**src/hdl/c80_ram.sv**
```systemverilog
// Generic single-port RAM with registered read.
module c80_ram #(
    parameter int WIDTH = 8,
    parameter int DEPTH = 256
) (
    input  logic                     aclk,
    input  logic                     en,
    input  logic                     we,
    input  logic [$clog2(DEPTH)-1:0] addr,
    input  logic [WIDTH-1:0]         wdata,
    output logic [WIDTH-1:0]         rdata
);
    logic [WIDTH-1:0] mem [DEPTH];
    logic [WIDTH-1:0] rdata_reg;

    always_ff @(posedge aclk) begin
        if (en) begin
            if (we) mem[addr] <= wdata;
            else rdata_reg <= mem[addr];
        end
    end

    assign rdata = rdata_reg;
endmodule

```
**config.mk**
```make
export PLATFORM = sky130hd
export DESIGN_NAME = c80_ram
export DESIGN_NICKNAME = d
export VERILOG_FILES = /design/src/hdl/c80_ram.sv
export SDC_FILE = /design/constraint.sdc
export NUM_CORES = 2
export LEC_CHECK = 0
export ABC_CLOCK_PERIOD_IN_PS = 6450
export BUFFER_PORTS_ARGS = -buffer_cell sky130_fd_sc_hd__buf_4
export CAP_MARGIN = 0
export CORE_MARGIN = 2
export CORE_UTILIZATION = 50
export DETAILED_ROUTE_END_ITERATION = 6
export PLACE_DENSITY = 0.75
export SLEW_MARGIN = 20
export SYNTH_ARGS = -nofsm -noshare
export SYNTH_HDL_FRONTEND = slang
export SYNTH_SLANG_ARGS = --single-unit
export TNS_END_PERCENT = 20
```
**constraint.sdc**
```tcl
create_clock -name aclk -period 6.45 [get_ports aclk]
set_input_delay 0.645 -clock aclk [delete_from_list [all_inputs] [get_ports aclk]]
set_output_delay 0.645 -clock aclk [all_outputs]
set_load 0.01 [all_outputs]
```
* Word-level counts from Yosys, hierarchy flattened
Memories as Yosys holds them, arrays and structs flattened. A register that Yosys moved wholly into a read port is not among the register bits.
Cells that the tools add are included.
** Storage, ports and cells
- Flip-flop bits (word level) :: 0
- Bits in writable memories :: 2048
- Input bits :: 19
- Output and inout bits :: 8
- Logic and storage cells :: 6
- Memories :: 1
** Cells by class
- Muxes and demuxes :: 3
- Bitwise operators :: 1
- Reduce and logical (&&, ||, !) cells :: 1
** Memories
- mem :: words 256, width 8, rd ports 1, clocked after memory_dff 1, write ports 1, RTL line 13 : logic [WIDTH-1:0] mem [DEPTH];
** Operators with widths (number)
- 1-bit two-way mux :: 3
- 2-bit AND reduction :: 1
- 1-bit inverter :: 1

* Depth between registers and ports, before layout
- Depth after elaboration :: 3
- Mapped depth :: 9
- Depth with buffers taken out :: 5

* Worst setup path after synthesis
OpenSTA, ideal clock, no wires.
- Path type :: in2reg
- Start :: in addr[0]
- End :: mem mem[117][0] (enable)
- Library setup time :: 0.370 ns
- Arrival :: 2.570 ns
- Data required time :: 6.080 ns
- Setup slack :: 3.510 ns
- Stages on the path :: 8
- Buffers on the path :: 5
- Path through :: buf_2 -> buf_6 -> buf_2 -> buf_2 -> nor3b_1 -> nand2_1 -> clkbuf_1 -> nor2_1
** RTL lines
- start: declaration :: RTL line 9 : input logic [$clog2(DEPTH)-1:0] addr,
- end: declaration :: RTL line 13
Straight into the memory's write port.

==> results.txt <==
status = finished, final reports clean
Startpoint Class = primary input
power per standard cell area = 308 nW/um^2
Via Count = 37,300
Clock Skew = 0.0377 ns
chip width = 400 um
GP Congestion = 0.799
Initial Utilization = 50.2%
Seq cells post-synth = 2,056
Setup TNS = 0 ns
Avg WL per Cell = 31.1 um
Syn Nets = 3,545
Worst R2R Path Depth = 5
multiplexer share of the synthesized area = 14.7%
synthesized cell area = 78,400 um^2
grt peak-use layer = met2
CP max-delay cell = o41ai_1
Final Cell Area = 87,100 um^2
CP endpoint kind = flip-flop
hold depth = 2
CTS H-tree depth = 4
commonest non-fill, non-tap cell in the layout = edfxtp_1
Fin. Hold Viols = 0
post-cts resize count = 0
clock slew at reported path FFs = 0.06 ns
Synth Area in Compound Gates = 3.63%
dpl cells = 5,454
initial antenna violation count = 9
CTS sink cnt = 2,056
leakage = 0.0261 uW
detailed-route DRC error count = 0
first-pass GRT wire length = 262 mm
synth top area cells = edfxtp_1, mux4_2, a22oi_1
Crit Path Max Fanout = 59
Post-DP Area = 81,000 um^2
core area = 156,000 um^2
vias per cell = 6.43
M1 GR Usage = 32.2%
number of global-route vias before repair = 37,200
VDD IR-drop max = 0.301 mV
final period utilization = 61.1%
Setup CP Type = primary input to flip-flop
Post-Synth XOR/XNOR Area = 0%
largest net degree at the start of global routing = 162
crit-path cells = buf_8 -> buf_12 -> buf_4 -> mux4_2 -> a22oi_1 -> a21oi_1 -> o41ai_1 -> nand4_1
crit-path max cell delay = 0.97 ns
clk_lat worst skew = 0.83 ns
# IOs = 27
area share of the largest cell type after synthesis = 78.8%
proportion of layout cells with a drive suffix above 1 = 23.8%
port buffer count = 26
worst-case headroom to the max-slew limit = 17.9%
total power = 26,800 uW
Yosys top cell by area = edfxtp_1
die height = 400 um
sequential fraction of the synthesis area = 78.8%
Post-Layout Cell Count = 5,803
GRT Overall Usage = 22.8%
Final ANT Viol Nets = 0
Largest register FFs = 2,048
met2 usage = 35.3%
Max Cap Viol = 0
Crit Reg-Reg Startpoint = mem[24][3]
drt initial violations = 4,920
CP arrival = 4.44 ns
worst hold path startpoint = we
First-pass DRT Iterations = 6
P&R area growth vs syn = 11.1%
fmax = 0.254 GHz
gr ovfl total = 0
Slew Viols, Final = 0
Least-Margin Pin Slew = 1.23 ns
Post-Syn Instances = 3,526
met3 Use GR = 5.78%
RR Endpoint = rdata[3]
Nets = 3,610
num rows = 145
setup bufs post-CTS = 0
DRT Wirelength = 180 mm
Post-Synth Simple-Gate Area = 1.61%
mean post-synth cell area = 22.2 um^2
FF-to-FF setup slack = 3.46 ns
most frequent cells in the layout = edfxtp_1, mux4_2, nor2_1
WHS Endpoint = rdata[7]
Hold Buf Count CTS = 0
largest family of logic cells by synthesized area = multiplexers
unrepaired setup endpoints after global routing = false
CTS max path bufs = 3
Netlist cell types = 21
hpwl dp = 99.3 mm
fraction of the mapped netlist area in adder cells = 0%
TritonCTS Buffers = 192
root buffer cell = clkbuf_16
Tmin final = 3.94 ns
worst hold path type = primary input to flip-flop
# fillers = 11,100
WP data required = 6.95 ns
YS warnings = 0
die area = 160,000 um^2
final setup vio count = 0
TritonCTS clock tree = built
## worst max-delay path, delay by kind of cell
| family | cells | cell delay (ns) |
|---|---|---|
| AO/OA/AOI/OAI | 3 | 1.42 |
| buffers and inverters | 3 | 1.33 |
| multiplexers | 1 | 0.57 |
| AND/OR/NAND/NOR | 1 | 0.19 |
## stage by stage
stage | setup slack (ns) | hold slack (ns) | utilization, %
after global routing | 2.32 | 0.261 | 55.8
after detailed placement | 1.73 | 1.03 | 51.9
final | 2.51 | 0.272 | 55.8
after CTS | 2.59 | 0.246 | 55.8
after global placement | 1.31 | 1.00 | 51.9
after floorplan | 3.51 | 0.744 | -
## power by group
| part | leakage [uW] | switching, uW | internal (uW) |
|---|---|---|---|
| sequential | 0.0185 | 10.5 | 14700 |
| clock | 0.00291 | 4780 | 6110 |
| combinational | 0.00475 | 750 | 403 |
| total | 0.0261 | 5550 | 21200 |
## layer usage
metal,share of wire [%],wire (um)
met5,0.044,80
met4,3.1,5570
met3,12,20800
met2,48,86400
met1,37,67500
## synthesized netlist by cell type, drive strengths merged
cell type  instances
nor3               1
a21oi            128
nand3              4
buf               82
nand2b             2
or2                1
nor3b              2
nor2b              7
o41ai             32
nor2             259
and2               2
a22oi            256
and4               1
edfxtp          2056
nand2             30
nand4              8
mux4             512
clkbuf           143
## worst max-delay path by stage
stage	to	cells after the start	slack [ns]	start
after global routing	rdata[6]	8	2.32	addr[0]
final	rdata[6]	8	2.51	addr[0]
after detailed placement	rdata[6]	8	1.73	addr[0]
after CTS	rdata[6]	8	2.59	addr[0]
after floorplan	mem[117][0]	8	3.51	addr[0]
after global placement	rdata[5]	8	1.31	addr[0]
## final cells by class
cell class | instances | area [um^2] | area share (%)
Clock buffer | 246 | 5070 | 5.82
Timing Repair Buffer | 96 | 986 | 1.13
Clock inverter | 100 | 921 | 1.06
Sequential cell | 2056 | 61700 | 70.9
Tap cell | 2058 | 2570 | 2.96
Multi-Input combinational cell | 1245 | 15800 | 18.1
Antenna cell | 2 | 5.00 | 0.00575
## kinds of logic (layout without fill, tap and decap cells)
family                 count (synthesis)  in the layout
and+or+nand+nor                      317            317
muxes                                512            512
buffers and inverters                225            442
DFF                                 2056           2056
AOI/OAI and AO/OA                    416            416
other                                  0              2
No activity file was read; power rests on OpenSTA's default activity.
